<file path="src/hdl/mlscd_pkg.sv">
// Shared types and constants for the mean-luma scene change detector.
// Depends on nothing; every other file of the block refers to it by scoped names.
package mlscd_pkg;

    // Field and state widths
    localparam int LUMA_W     = 8;
    localparam int DIM_W      = 13;
    localparam int THR_W      = 8;
    localparam int SUM_W      = 32;
    localparam int CNT_W      = 24;
    localparam int TOTAL_W    = 25;
    localparam int IDX_W      = 32;
    localparam int QUO_W      = 8;
    localparam int STEP_W     = 3;

    // Configuration port
    localparam int CFG_IDX_W  = 2;
    localparam int CFG_DATA_W = 13;

    localparam logic [CFG_IDX_W-1:0] REG_FRAME_WIDTH      = 2'd0;
    localparam logic [CFG_IDX_W-1:0] REG_FRAME_HEIGHT     = 2'd1;
    localparam logic [CFG_IDX_W-1:0] REG_CHANGE_THRESHOLD = 2'd2;

    // Frame size limits and register reset values
    localparam int MAX_WIDTH  = 4096;
    localparam int MAX_HEIGHT = 4096;

    localparam logic [DIM_W-1:0] WIDTH_RESET     = 13'd1920;
    localparam logic [DIM_W-1:0] HEIGHT_RESET    = 13'd1080;
    localparam logic [THR_W-1:0] THRESHOLD_RESET = 8'd10;

    // Last step of the quotient loop, one quotient bit per step
    localparam logic [STEP_W-1:0] LAST_STEP = 3'(QUO_W - 1);

    // Commands from the controller to the datapath
    typedef struct packed {
        logic take;        // a sample transaction completes this cycle
        logic frame_end;   // that sample closes the frame
        logic div_step;    // produce one quotient bit
        logic publish;     // load the result register
    } t_dp_cmd;

    // Status from the datapath to the controller
    typedef struct packed {
        logic last_sample; // next sample reaches the frame size
        logic total_ok;    // frame size product is current
        logic out_free;    // result register can take a new result
    } t_dp_status;

endpackage

</file>
<file path="src/hdl/mlscd_datapath.sv">
// Datapath of the scene change detector: configuration registers, sample
// accumulator, restoring divider for the frame mean, and result register.
// Depends on mlscd_pkg; sequenced by mlscd_controller.
module mlscd_datapath (
    input  logic                                i_clk,
    input  logic                                i_rst_n,
    input  mlscd_pkg::t_dp_cmd                  i_cmd,
    output mlscd_pkg::t_dp_status               o_status,
    input  logic                                i_cfg_we,
    input  logic [mlscd_pkg::CFG_IDX_W-1:0]     i_cfg_index,
    input  logic [mlscd_pkg::CFG_DATA_W-1:0]    i_cfg_data,
    input  logic [mlscd_pkg::LUMA_W-1:0]        i_luma_sample,
    input  logic                                i_out_stall,
    output logic                                o_out_valid,
    output logic                                o_is_keyframe,
    output logic [mlscd_pkg::IDX_W-1:0]         o_frame_index,
    output logic [mlscd_pkg::LUMA_W-1:0]        o_mean_luma
);

    // Force a dimension into 1..max
    function automatic logic [mlscd_pkg::DIM_W-1:0] clamp_dim(
        input logic [mlscd_pkg::DIM_W-1:0] v,
        input logic [mlscd_pkg::DIM_W-1:0] maxv
    );
        logic [mlscd_pkg::DIM_W-1:0] res;
        if (v == '0) begin
            res = {{(mlscd_pkg::DIM_W-1){1'b0}}, 1'b1};
        end else if (v > maxv) begin
            res = maxv;
        end else begin
            res = v;
        end
        return res;
    endfunction

    logic [mlscd_pkg::DIM_W-1:0]     r_width;
    logic [mlscd_pkg::DIM_W-1:0]     r_height;
    logic [mlscd_pkg::THR_W-1:0]     r_thr;
    logic [mlscd_pkg::TOTAL_W-1:0]   r_total;
    logic                            r_total_ok;
    logic [mlscd_pkg::SUM_W-1:0]     r_sum;
    logic [mlscd_pkg::CNT_W-1:0]     r_count;
    logic [mlscd_pkg::SUM_W-1:0]     r_rem;
    logic [mlscd_pkg::SUM_W-1:0]     r_dsr;
    logic [mlscd_pkg::QUO_W-1:0]     r_quo;
    logic [mlscd_pkg::LUMA_W-1:0]    r_prev;
    logic [mlscd_pkg::IDX_W-1:0]     r_frame_cnt;
    logic                            r_out_valid;
    logic                            r_out_key;
    logic [mlscd_pkg::IDX_W-1:0]     r_out_idx;
    logic [mlscd_pkg::LUMA_W-1:0]    r_out_mean;

    logic [mlscd_pkg::DIM_W-1:0]     w_wc;
    logic [mlscd_pkg::DIM_W-1:0]     w_hc;
    logic [2*mlscd_pkg::DIM_W-1:0]   w_prod;
    logic [mlscd_pkg::TOTAL_W-1:0]   w_taken;
    logic [mlscd_pkg::SUM_W-1:0]     n_sum;
    logic                            w_ge;
    logic [mlscd_pkg::LUMA_W-1:0]    w_diff;

    // Clamp the configured size and form the frame sample count
    assign w_wc   = clamp_dim(r_width,  mlscd_pkg::DIM_W'(mlscd_pkg::MAX_WIDTH));
    assign w_hc   = clamp_dim(r_height, mlscd_pkg::DIM_W'(mlscd_pkg::MAX_HEIGHT));
    assign w_prod = {{mlscd_pkg::DIM_W{1'b0}}, w_wc} * {{mlscd_pkg::DIM_W{1'b0}}, w_hc};

    // Configuration registers; hold off samples until the product is refreshed
    always_ff @(posedge i_clk) begin
        if (!i_rst_n) begin
            r_width    <= mlscd_pkg::WIDTH_RESET;
            r_height   <= mlscd_pkg::HEIGHT_RESET;
            r_thr      <= mlscd_pkg::THRESHOLD_RESET;
            r_total_ok <= 1'b0;
        end else begin
            r_total_ok <= !i_cfg_we;
            if (i_cfg_we) begin
                unique case (i_cfg_index)
                    mlscd_pkg::REG_FRAME_WIDTH:      r_width  <= i_cfg_data;
                    mlscd_pkg::REG_FRAME_HEIGHT:     r_height <= i_cfg_data;
                    mlscd_pkg::REG_CHANGE_THRESHOLD: r_thr    <= i_cfg_data[mlscd_pkg::THR_W-1:0];
                    default: ;
                endcase
            end
        end
    end

    always_ff @(posedge i_clk) begin
        r_total <= w_prod[mlscd_pkg::TOTAL_W-1:0];
    end

    // Accumulate samples of the current frame
    assign w_taken = {1'b0, r_count} + mlscd_pkg::TOTAL_W'(1);
    assign n_sum   = r_sum + {{(mlscd_pkg::SUM_W-mlscd_pkg::LUMA_W){1'b0}}, i_luma_sample};

    always_ff @(posedge i_clk) begin
        if (!i_rst_n) begin
            r_sum   <= '0;
            r_count <= '0;
        end else if (i_cmd.frame_end) begin
            r_sum   <= '0;
            r_count <= '0;
        end else if (i_cmd.take) begin
            r_sum   <= n_sum;
            r_count <= w_taken[mlscd_pkg::CNT_W-1:0];
        end
    end

    // Restoring division, one quotient bit per step, most significant first
    assign w_ge = (r_rem >= r_dsr);

    always_ff @(posedge i_clk) begin
        if (i_cmd.frame_end) begin
            r_rem <= n_sum;
            r_dsr <= {w_taken, {(mlscd_pkg::SUM_W-mlscd_pkg::TOTAL_W){1'b0}}};
        end else if (i_cmd.div_step) begin
            if (w_ge) begin
                r_rem <= r_rem - r_dsr;
            end
            r_dsr <= r_dsr >> 1;
            r_quo <= {r_quo[mlscd_pkg::QUO_W-2:0], w_ge};
        end
    end

    // Compare against the previous mean
    assign w_diff = (r_quo >= r_prev) ? (r_quo - r_prev) : (r_prev - r_quo);

    always_ff @(posedge i_clk) begin
        if (!i_rst_n) begin
            r_prev      <= '0;
            r_frame_cnt <= '0;
        end else if (i_cmd.publish) begin
            r_prev      <= r_quo;
            r_frame_cnt <= r_frame_cnt + mlscd_pkg::IDX_W'(1);
        end
    end

    // Result register: load on publish, drop once the transaction completes
    always_ff @(posedge i_clk) begin
        if (!i_rst_n) begin
            r_out_valid <= 1'b0;
        end else if (i_cmd.publish) begin
            r_out_valid <= 1'b1;
        end else if (!i_out_stall) begin
            r_out_valid <= 1'b0;
        end
    end

    always_ff @(posedge i_clk) begin
        if (i_cmd.publish) begin
            r_out_key  <= (w_diff > r_thr);
            r_out_idx  <= r_frame_cnt;
            r_out_mean <= r_quo;
        end
    end

    assign o_status.last_sample = (w_taken >= r_total);
    assign o_status.total_ok    = r_total_ok;
    assign o_status.out_free    = !r_out_valid || !i_out_stall;

    assign o_out_valid   = r_out_valid;
    assign o_is_keyframe = r_out_key;
    assign o_frame_index = r_out_idx;
    assign o_mean_luma   = r_out_mean;

`ifndef SYNTHESIS
    // Partial remainder stays below twice the shifted divisor, so the mean fits 8 bits
    assert property (@(posedge i_clk) disable iff (!i_rst_n)
        i_cmd.div_step |-> ({1'b0, r_rem} < {r_dsr, 1'b0}))
        else $error("divider remainder out of range");

    // Each published frame advances the frame number by one
    assert property (@(posedge i_clk) disable iff (!i_rst_n)
        i_cmd.publish |=> (r_frame_cnt == $past(r_frame_cnt) + mlscd_pkg::IDX_W'(1)))
        else $error("frame number did not advance");
`endif

endmodule

</file>
<file path="src/hdl/mlscd_controller.sv">
// Controller of the scene change detector: sequences accumulation, the
// eight-step division and the result hand-off. Depends on mlscd_pkg.
module mlscd_controller (
    input  logic                   i_clk,
    input  logic                   i_rst_n,
    input  logic                   i_in_valid,
    output logic                   o_in_stall,
    input  mlscd_pkg::t_dp_status  i_status,
    output mlscd_pkg::t_dp_cmd     o_cmd
);

    localparam int STATE_W = 2;
    localparam logic [STATE_W-1:0] S_ACCUM = 2'd0;
    localparam logic [STATE_W-1:0] S_DIV   = 2'd1;
    localparam logic [STATE_W-1:0] S_PUB   = 2'd2;

    logic [STATE_W-1:0]            r_state;
    logic [STATE_W-1:0]            n_state;
    logic [mlscd_pkg::STEP_W-1:0]  r_step;
    logic [mlscd_pkg::STEP_W-1:0]  n_step;
    logic                          w_take;

    // Take samples only while accumulating with a current frame size
    assign o_in_stall = !((r_state == S_ACCUM) && i_status.total_ok);
    assign w_take     = i_in_valid && !o_in_stall;

    assign o_cmd.take      = w_take;
    assign o_cmd.frame_end = w_take && i_status.last_sample;
    assign o_cmd.div_step  = (r_state == S_DIV);
    assign o_cmd.publish   = (r_state == S_PUB) && i_status.out_free;

    // Next state
    always_comb begin
        n_state = r_state;
        n_step  = r_step;
        unique case (r_state)
            S_ACCUM: begin
                n_step = '0;
                if (w_take && i_status.last_sample) begin
                    n_state = S_DIV;
                end
            end
            S_DIV: begin
                n_step = r_step + mlscd_pkg::STEP_W'(1);
                if (r_step == mlscd_pkg::LAST_STEP) begin
                    n_state = S_PUB;
                end
            end
            S_PUB: begin
                if (i_status.out_free) begin
                    n_state = S_ACCUM;
                end
            end
            default: begin
                n_state = S_ACCUM;
                n_step  = '0;
            end
        endcase
    end

    always_ff @(posedge i_clk) begin
        if (!i_rst_n) begin
            r_state <= S_ACCUM;
            r_step  <= '0;
        end else begin
            r_state <= n_state;
            r_step  <= n_step;
        end
    end

`ifndef SYNTHESIS
    // A frame-closing sample starts the division at step zero
    assert property (@(posedge i_clk) disable iff (!i_rst_n)
        o_cmd.frame_end |=> (r_state == S_DIV) && (r_step == '0))
        else $error("division did not start after frame end");

    // The full quotient is formed before a result is published
    assert property (@(posedge i_clk) disable iff (!i_rst_n)
        $rose(r_state == S_PUB) |-> ($past(r_step) == mlscd_pkg::LAST_STEP))
        else $error("result published before division finished");
`endif

endmodule

</file>
<file path="src/hdl/mean_luma_scene_change_detector.sv">
// Top level of the mean-luma scene change detector.
// Depends on mlscd_pkg, mlscd_controller and mlscd_datapath.
//
// Usage:
//   Luma samples of the active area enter in raster order on the input
//   channel (i_in_valid / o_in_stall / i_luma_sample). A transaction
//   completes when valid is high and stall is low.
//   While input is not stalled, one sample is taken per cycle. On the sample
//   that completes width*height samples, the frame mean is formed by an
//   eight-step restoring divider (one quotient bit per cycle), so input stalls
//   after each frame's last sample until the divider has finished and the
//   result is loaded. The result (o_is_keyframe, o_frame_index, o_mean_luma)
//   appears on the output channel once the division completes and holds in
//   an output register until the receiver takes it; samples of the next
//   frame are taken meanwhile. If the previous result is still stalled when
//   the next mean is ready, input stalls until it is taken.
//   Configuration writes (i_cfg_we, i_cfg_index, i_cfg_data) are applied at
//   once; input stalls in the cycle after each write while the frame size
//   product is refreshed. Reset restores 1920x1080, threshold 10, clears
//   sums, the previous mean and the frame number, and empties the output.
module mean_luma_scene_change_detector (
    input  logic                                i_clk,
    input  logic                                i_rst_n,
    input  logic                                i_cfg_we,
    input  logic [mlscd_pkg::CFG_IDX_W-1:0]     i_cfg_index,
    input  logic [mlscd_pkg::CFG_DATA_W-1:0]    i_cfg_data,
    input  logic                                i_in_valid,
    output logic                                o_in_stall,
    input  logic [mlscd_pkg::LUMA_W-1:0]        i_luma_sample,
    output logic                                o_out_valid,
    input  logic                                i_out_stall,
    output logic                                o_is_keyframe,
    output logic [mlscd_pkg::IDX_W-1:0]         o_frame_index,
    output logic [mlscd_pkg::LUMA_W-1:0]        o_mean_luma
);

    mlscd_pkg::t_dp_cmd    w_cmd;
    mlscd_pkg::t_dp_status w_status;

    // Sequencer
    mlscd_controller u_ctrl (
        .i_clk      (i_clk),
        .i_rst_n    (i_rst_n),
        .i_in_valid (i_in_valid),
        .o_in_stall (o_in_stall),
        .i_status   (w_status),
        .o_cmd      (w_cmd)
    );

    // Accumulator, divider and result register
    mlscd_datapath u_dp (
        .i_clk         (i_clk),
        .i_rst_n       (i_rst_n),
        .i_cmd         (w_cmd),
        .o_status      (w_status),
        .i_cfg_we      (i_cfg_we),
        .i_cfg_index   (i_cfg_index),
        .i_cfg_data    (i_cfg_data),
        .i_luma_sample (i_luma_sample),
        .i_out_stall   (i_out_stall),
        .o_out_valid   (o_out_valid),
        .o_is_keyframe (o_is_keyframe),
        .o_frame_index (o_frame_index),
        .o_mean_luma   (o_mean_luma)
    );

endmodule

</file>
<file path="config.mk">
export PLATFORM = sky130hd
export DESIGN_NAME = mean_luma_scene_change_detector
export DESIGN_NICKNAME = d
export VERILOG_FILES = /design/src/hdl/mlscd_pkg.sv /design/src/hdl/mlscd_datapath.sv /design/src/hdl/mlscd_controller.sv /design/src/hdl/mean_luma_scene_change_detector.sv
export SDC_FILE = /design/constraint.sdc
export NUM_CORES = 1
export LEC_CHECK = 0
export BUFFER_PORTS_ARGS = -buffer_cell sky130_fd_sc_hd__buf_4
export CORE_UTILIZATION = 50
export CTS_BUF_LIST = sky130_fd_sc_hd__clkbuf_16
export DETAILED_ROUTE_END_ITERATION = 16
export HOLD_SLACK_MARGIN = 0.02
export PLACE_DENSITY = 0.66
export SLEW_MARGIN = 5
export SYNTH_ARGS = -nofsm -noshare
export SYNTH_HDL_FRONTEND = slang
export SYNTH_SLANG_ARGS = --single-unit
</file>
<file path="constraint.sdc">
create_clock -name i_clk -period 15.8 [get_ports i_clk]
set_input_delay 2.37 -clock i_clk [delete_from_list [all_inputs] [get_ports i_clk]]
set_output_delay 2.37 -clock i_clk [all_outputs]
set_load 0.01 [all_outputs]
</file>
### Word level (Yosys, flattened, before mapping)

Index checks and enable logic that the tools add are counted.
Widths: inputs -> output; s select.

* register bits: 275
* input bits: 28
* output and inout port bits: 43
* logic and storage cells: 83

* add/subtract/negate cells: 7
* multipliers: 1
* order comparisons: 6
* eq/ne operators: 9
* mux-type cells: 17
* bitwise logic cells: 2
* reductions and logical operators: 22

Operators by type and width (number)
* $mux 32: 5
* $mux 13: 4
* $add 32x1->32 const B: 1
* $add 32x8->32: 1
* $ge 32x32->1: 1
* $sub 32x32->32: 1
* $gt 13x13->1 const B: 2
* $logic_not 13->1: 2
* $add 24x1->25 const B: 1
* $ge 25x25->1: 1
* $mul 13x13->25: 1
* $sub 8x8->8: 2
* $reduce_and 2->1: 5
* $ge 8x8->1: 1
* $gt 8x8->1: 1
* $mux 8: 1
* $mux 2: 3
* $ne 2x1->1 const B: 3
* $pmux 2 s3: 1
* $pmux 3 s2: 1
* $eq 2x1->1 const B: 2
* $eq 2x2->1 const B: 2
* $logic_and 1x1->1: 4
* $logic_not 1->1: 4
* other kinds (10): 14

### Longest topological paths before layout

* word-level depth: 6
* depth in mapped cells: 25
* mapped depth without buffers: 25

### Modules after synthesis

A second synthesis with hierarchy kept.

* cell total of the unflattened synthesis: 2214
* area, all modules: 20171.8 µm²

Modules (own cells, without submodules)
* mlscd_datapath: instances 1, cells an instance 2183, area each 19861.5 µm², sequential area each 6466.2 µm²
* mlscd_controller: instances 1, cells an instance 31, area each 310.3 µm², sequential area each 100.1 µm²

### Least setup slack after synthesis

Ideal clock, no wire load.

* path kind: register to register
* from: register u_dp.r_width[12] (netlist name)
* to: register u_dp.r_total[23] (netlist name)
* setup time: 0.127 ns
* arrival time: 5.422 ns
* required time: 15.673 ns
* setup slack: 10.252 ns
* cell stages (with the launch flop): 22
* path buffers: 2
* clock period less this slack: 5.548 ns
* cells stage by stage: dfxtp_1 > clkbuf_1 > clkbuf_1 > nor2b_1 > and2_1 > fa_1 > fa_1 > fa_1 > fa_1 > inv_1 > fa_1 > inv_1 > ha_1 > a21o_1 > a21o_1 > a21oi_1 > nand3_1 > o211ai_1 > a21boi_0 > nor2_1 > o21ai_0 > xor2_1

* word-level cells in the longest chain between the ends: 4
* elaborated cells between the ends (all ways): 5
* those cells by class: 1 x mul; 1 x order compare; 2 x mux; 1 x reduce/logical

RTL lines
* start, declared: RTL line mlscd_datapath.sv:36 `logic [mlscd_pkg::DIM_W-1:0] r_width;`
* start signal, assigned: RTL line mlscd_datapath.sv:69 `r_width <= mlscd_pkg::WIDTH_RESET;`
* start signal, assigned: RTL line mlscd_datapath.sv:77 `mlscd_pkg::REG_FRAME_WIDTH: r_width <= i_cfg_data;`
* $gt 13x13->1: RTL line mlscd_datapath.sv:28 `end else if (v > maxv) begin`
* $mux 13: RTL line mlscd_datapath.sv:28
* $mux 13 *: RTL line mlscd_datapath.sv:26 `if (v == '0) begin`
* $mul 13x13->25 *: RTL line mlscd_datapath.sv:64 `assign w_prod = {{mlscd_pkg::DIM_W{1'b0}}, w_wc} * {{mlscd_pkg::DIM_W{1'b0}}, w_hc};`
* named net u_dp.w_prod, one bit: RTL line mlscd_datapath.sv:55 `logic [2*mlscd_pkg::DIM_W-1:0] w_prod;`
* end signal, assigned: RTL line mlscd_datapath.sv:87 `r_total <= w_prod[mlscd_pkg::TOTAL_W-1:0];`
* end, declared: RTL line mlscd_datapath.sv:39 `logic [mlscd_pkg::TOTAL_W-1:0] r_total;`

The timed path passes the listed nets; every way through them passes the cells marked *.
A chain may end at the register's enable or synchronous reset.

### Final worst setup path

Same ends and word-level chain as after synthesis.

==> results.cfg <==
[sta]
timing.final.max_slew_violations = 0
timing.max_slew.rel_slack = 0.233
fmax_mhz = 155
fin_setup_tns_ns = 0
grt_setup_unrepaired = no
layout_worst_path_cycle_share = 0.409
setup_violations = 0
timing.final.crit_period_ns = 6.47
worstMarginPinSlew_ns = 1.15
hold_viol_final = 0
fin_worst_skew_ns = 0.0155

[route]
drc = 0
wl_per_cell_um = 16.1
viasPerCell = 5.29
dr.first_iter.drc_count = 842
dr_vias = 14675
wirelength_um = 44500
drt-pass1-iter-count = 5
postRouteAntennaNets = 0

[die]
placeableCoreArea_mm2 = 0.0390
die_w_um = 202
design.portCount = 71
die_y_um = 202
floorplan.die_area_mm2 = 0.0407
initial_core_util = 0.511
std_cell_rows = 72

[yosys]
synth.yosys.seq_area_share = 0.330
synth.avg_cell_area_um2 = 9.08
synth_compound_gate_area_share = 0.104
dominant_combinational_cell_family_by_area_after_synthesis = adder cells
netlist_area_mm2 = 0.0199
synth-simple-area-share = 0.181
ys_dominant_reg_cell = sky130_fd_sc_hd__dfxtp_1
synth_top_cells_by_area = sky130_fd_sc_hd__dfxtp_1 17%, sky130_fd_sc_hd__edfxtp_1 16%, sky130_fd_sc_hd__fa_1 12%
synthMostInstantiatedCell = sky130_fd_sc_hd__nand2_1
yosys_warnings = 0
post_synth_inst_count = 2195
synth-edff-count = 106
synth_mux_area_frac = 0.0129
synth_top_cell_by_area = sky130_fd_sc_hd__dfxtp_1
synth_async_sr_flop_share = 0
synth_xor_xnor_area_share = 0.0811
synth_top_cells_by_count = 303 x sky130_fd_sc_hd__nand2_1, 266 x sky130_fd_sc_hd__inv_1, 184 x sky130_fd_sc_hd__nor2_1, 169 x sky130_fd_sc_hd__dfxtp_1, 160 x sky130_fd_sc_hd__ha_1
ys_seq_elements = 275
post-synth-top-area-fraction = 0.170
arithmetic_cell_share_of_the_synthesized_area_counting_full_adders_half_adders_and_majority_gates = 0.225
synth.net_count = 2507
synthDistinctLibCells = 81

[cells_and_area]
post_route_non_filler_standard_cell_count = 2772
nets_finish = 2542
layout.area.seq_mm2 = 0.00657
antenna-diode-count = 0
total_area_of_multi_input_combinational_cells_mm2 = 0.0120
final.fill_count = 3518
stdcell_area_mm2 = 0.0219
drive_gt1_frac = 0.0768
synthesis_to_layout_area_growth_pct = 9.97

[clock_tree]
cts_tree = built
worst_path_clk_slew_ns = 0.06
cts_made_buffers = 31
sink_count = 275
clock_tree_buffer_depth = 3
clk_root_buffer_cell = sky130_fd_sc_hd__clkbuf_16
cts_setup_buffers = 0
clk_latency_ns = 0.57
cts_hold_buffers = 0
postCtsResizedCells = 0
clock_tree.htree_level_count = 1

[setup_path]
cp_cell_sequence = nor2b_1 > and2_1 > fa_1 > inv_1 > fa_1 > inv_1 > fa_1 > fa_1 > inv_1 > fa_1 > inv_1 > ha_1 > a21o_1 > a21oi_1 > nand3_1 > o211ai_1 > a21boi_0 > nor2_1 > o21ai_0 > xor2_1
cp_slowest_stage_delay_ns = 1.06
setup.worst_path.end_class = flip-flop
worst_path_max_delay_cell = sky130_fd_sc_hd__dfxtp_1
cp_top_family = adder cells
timing.critical_path.required_ns = 16.25
timing.critical_path.mode_cell = sky130_fd_sc_hd__fa_1
start_kind = flip-flop
critPathKind = reg2reg
worst-endpoint-arrival_ns = 6.91
critPathMaxFanout = 37
cp_num_buf_inv = 4

[placed_design]
postPlaceCellArea_mm2 = 0.0209
port_buffers = 70
placedCellCount = 2715
place_hpwl_um = 33900
finalWeightedCongestion = 0.902

[worst_hold_path]
holdCritPathClass = reg2reg

[power_and_ir_drop]
power.share.sequential = 0.407
power_leakage_nw = 9.90
clock_power_share = 0.397
max_rail_drop_vdd_mv = 0.0626
internal_power_mw = 1.36
switching_share = 0.278
power.switching_uw = 523
total_power_mw = 1.88
p_per_area_mw_per_mm2 = 86.0
power.combinational.fraction = 0.196

[flow_run]
drv_cap = 0

[global_route]
grt_start_max_net_pins = 83
grt-ovfl-total = 0
met1_usage = 0.307
grt_usage = 0.227
grt_pass1_wl_um = 75500
grt.busiest_layer = met2
global_route.usage.met2 = 0.388
grtUsageMet3 = 0.0277
grt_pass1_vias = 15130
grt_antenna_before_repair = 0

[run_status]
status = complete, no violations
-- flip-flops by register name, summed over array words and instances (netlist names), 24 cells and up --
| signal | flops |
|---|---|
| u_dp.o_frame_index | 32 |
| u_dp.r_rem | 32 |
| u_dp.r_dsr | 32 |
| u_dp.r_sum | 32 |
| u_dp.r_frame_cnt | 32 |
| u_dp.r_total | 25 |
| u_dp.r_count | 24 |
-- stage by stage --
step | hold slack, ns | util | setup WS (ns)
floorplan | 0.429 | - | 10.25
global placement | 0.445 | 0.535 | 9.52
detailed placement | 0.446 | 0.535 | 9.34
CTS | 0.462 | 0.562 | 9.34
global route | 0.482 | 0.562 | 8.80
finish | 0.459 | 0.562 | 9.33
-- layout make-up --
type | count | area share
well taps | 518 | 0.0296
clock inverters | 26 | 0.0125
inverters | 266 | 0.0456
repair buffers | 81 | 0.0278
flip-flops and latches | 275 | 0.300
multi-input cells | 1575 | 0.550
clock buffers | 31 | 0.0354
-- layer usage --
metal | wire length (um) | vias to the layer above
met1 | 20900 | 7119
li1 | - | 7257
met2 | 21100 | 250
met3 | 1690 | 49
met5 | 0 | -
met4 | 775 | 0
-- tightest hold or removal path, delay by kind of cell, from the launching register on --
kind,cells,cell delay (ns)
AOI/OAI and AO/OA,1,0.05
DFF,1,0.31
and+or+nand+nor,1,0.05
-- power groups by stage --
stage	sequential (mW)	clock, mW	combinational, mW
2_1_floorplan	0.779	0	0.285
3_3_place_gp	0.783	0	0.364
3_5_place_dp	0.783	0	0.368
4_1_cts	0.768	0.766	0.373
5_1_grt	0.770	0.792	0.427
6_report	0.767	0.748	0.369
-- worst paths after layout --
check	from	depth (start not counted)	slack (ns)	end
worst min register to register	u_dp.r_sum[0]	2	0.46	u_dp.r_sum[0]
worst max register to register	u_dp.r_width[12]	20	9.33	u_dp.r_total[23]
worst min-delay path	u_dp.r_sum[0]	2	0.46	u_dp.r_sum[0]
worst max-delay path	u_dp.r_width[12]	20	9.33	u_dp.r_total[23]
-- kinds of logic (layout without fill, tap and decap cells) --
group | after synthesis | count (layout)
XOR/XNOR | 182 | 182
flip-flops | 275 | 275
AO/OA/AOI/OAI | 316 | 316
buffers and inverters | 345 | 404
AND/OR/NAND/NOR | 768 | 768
multiplexers | 25 | 25
adder cells (fa/ha/maj) | 284 | 284
-- layout by cell type, fill, tap and decap left out, types with 9 or more instances in the layout --
cell type / count
sky130_fd_sc_hd__and2_1: 47
sky130_fd_sc_hd__nand2b_1: 31
sky130_fd_sc_hd__a21boi_0: 35
sky130_fd_sc_hd__buf_4: 81
sky130_fd_sc_hd__and3_1: 22
sky130_fd_sc_hd__ha_1: 160
sky130_fd_sc_hd__xnor2_1: 103
sky130_fd_sc_hd__nor2b_1: 37
sky130_fd_sc_hd__a21o_1: 35
sky130_fd_sc_hd__and4_1: 9
sky130_fd_sc_hd__dfxtp_1: 169
sky130_fd_sc_hd__a21oi_1: 89
sky130_fd_sc_hd__nand3_1: 52
sky130_fd_sc_hd__nand4_1: 19
sky130_fd_sc_hd__nor2_1: 184
sky130_fd_sc_hd__mux2i_1: 20
sky130_fd_sc_hd__nor3_1: 19
sky130_fd_sc_hd__nand2_1: 303
sky130_fd_sc_hd__o21ai_0: 61
sky130_fd_sc_hd__edfxtp_1: 106
sky130_fd_sc_hd__o21a_1: 14
sky130_fd_sc_hd__fa_1: 124
sky130_fd_sc_hd__a211oi_1: 11
sky130_fd_sc_hd__xor2_1: 76
sky130_fd_sc_hd__inv_1: 271
sky130_fd_sc_hd__clkbuf_16: 31
sky130_fd_sc_hd__o21bai_1: 12
Power figures use the tool's default switching activity.
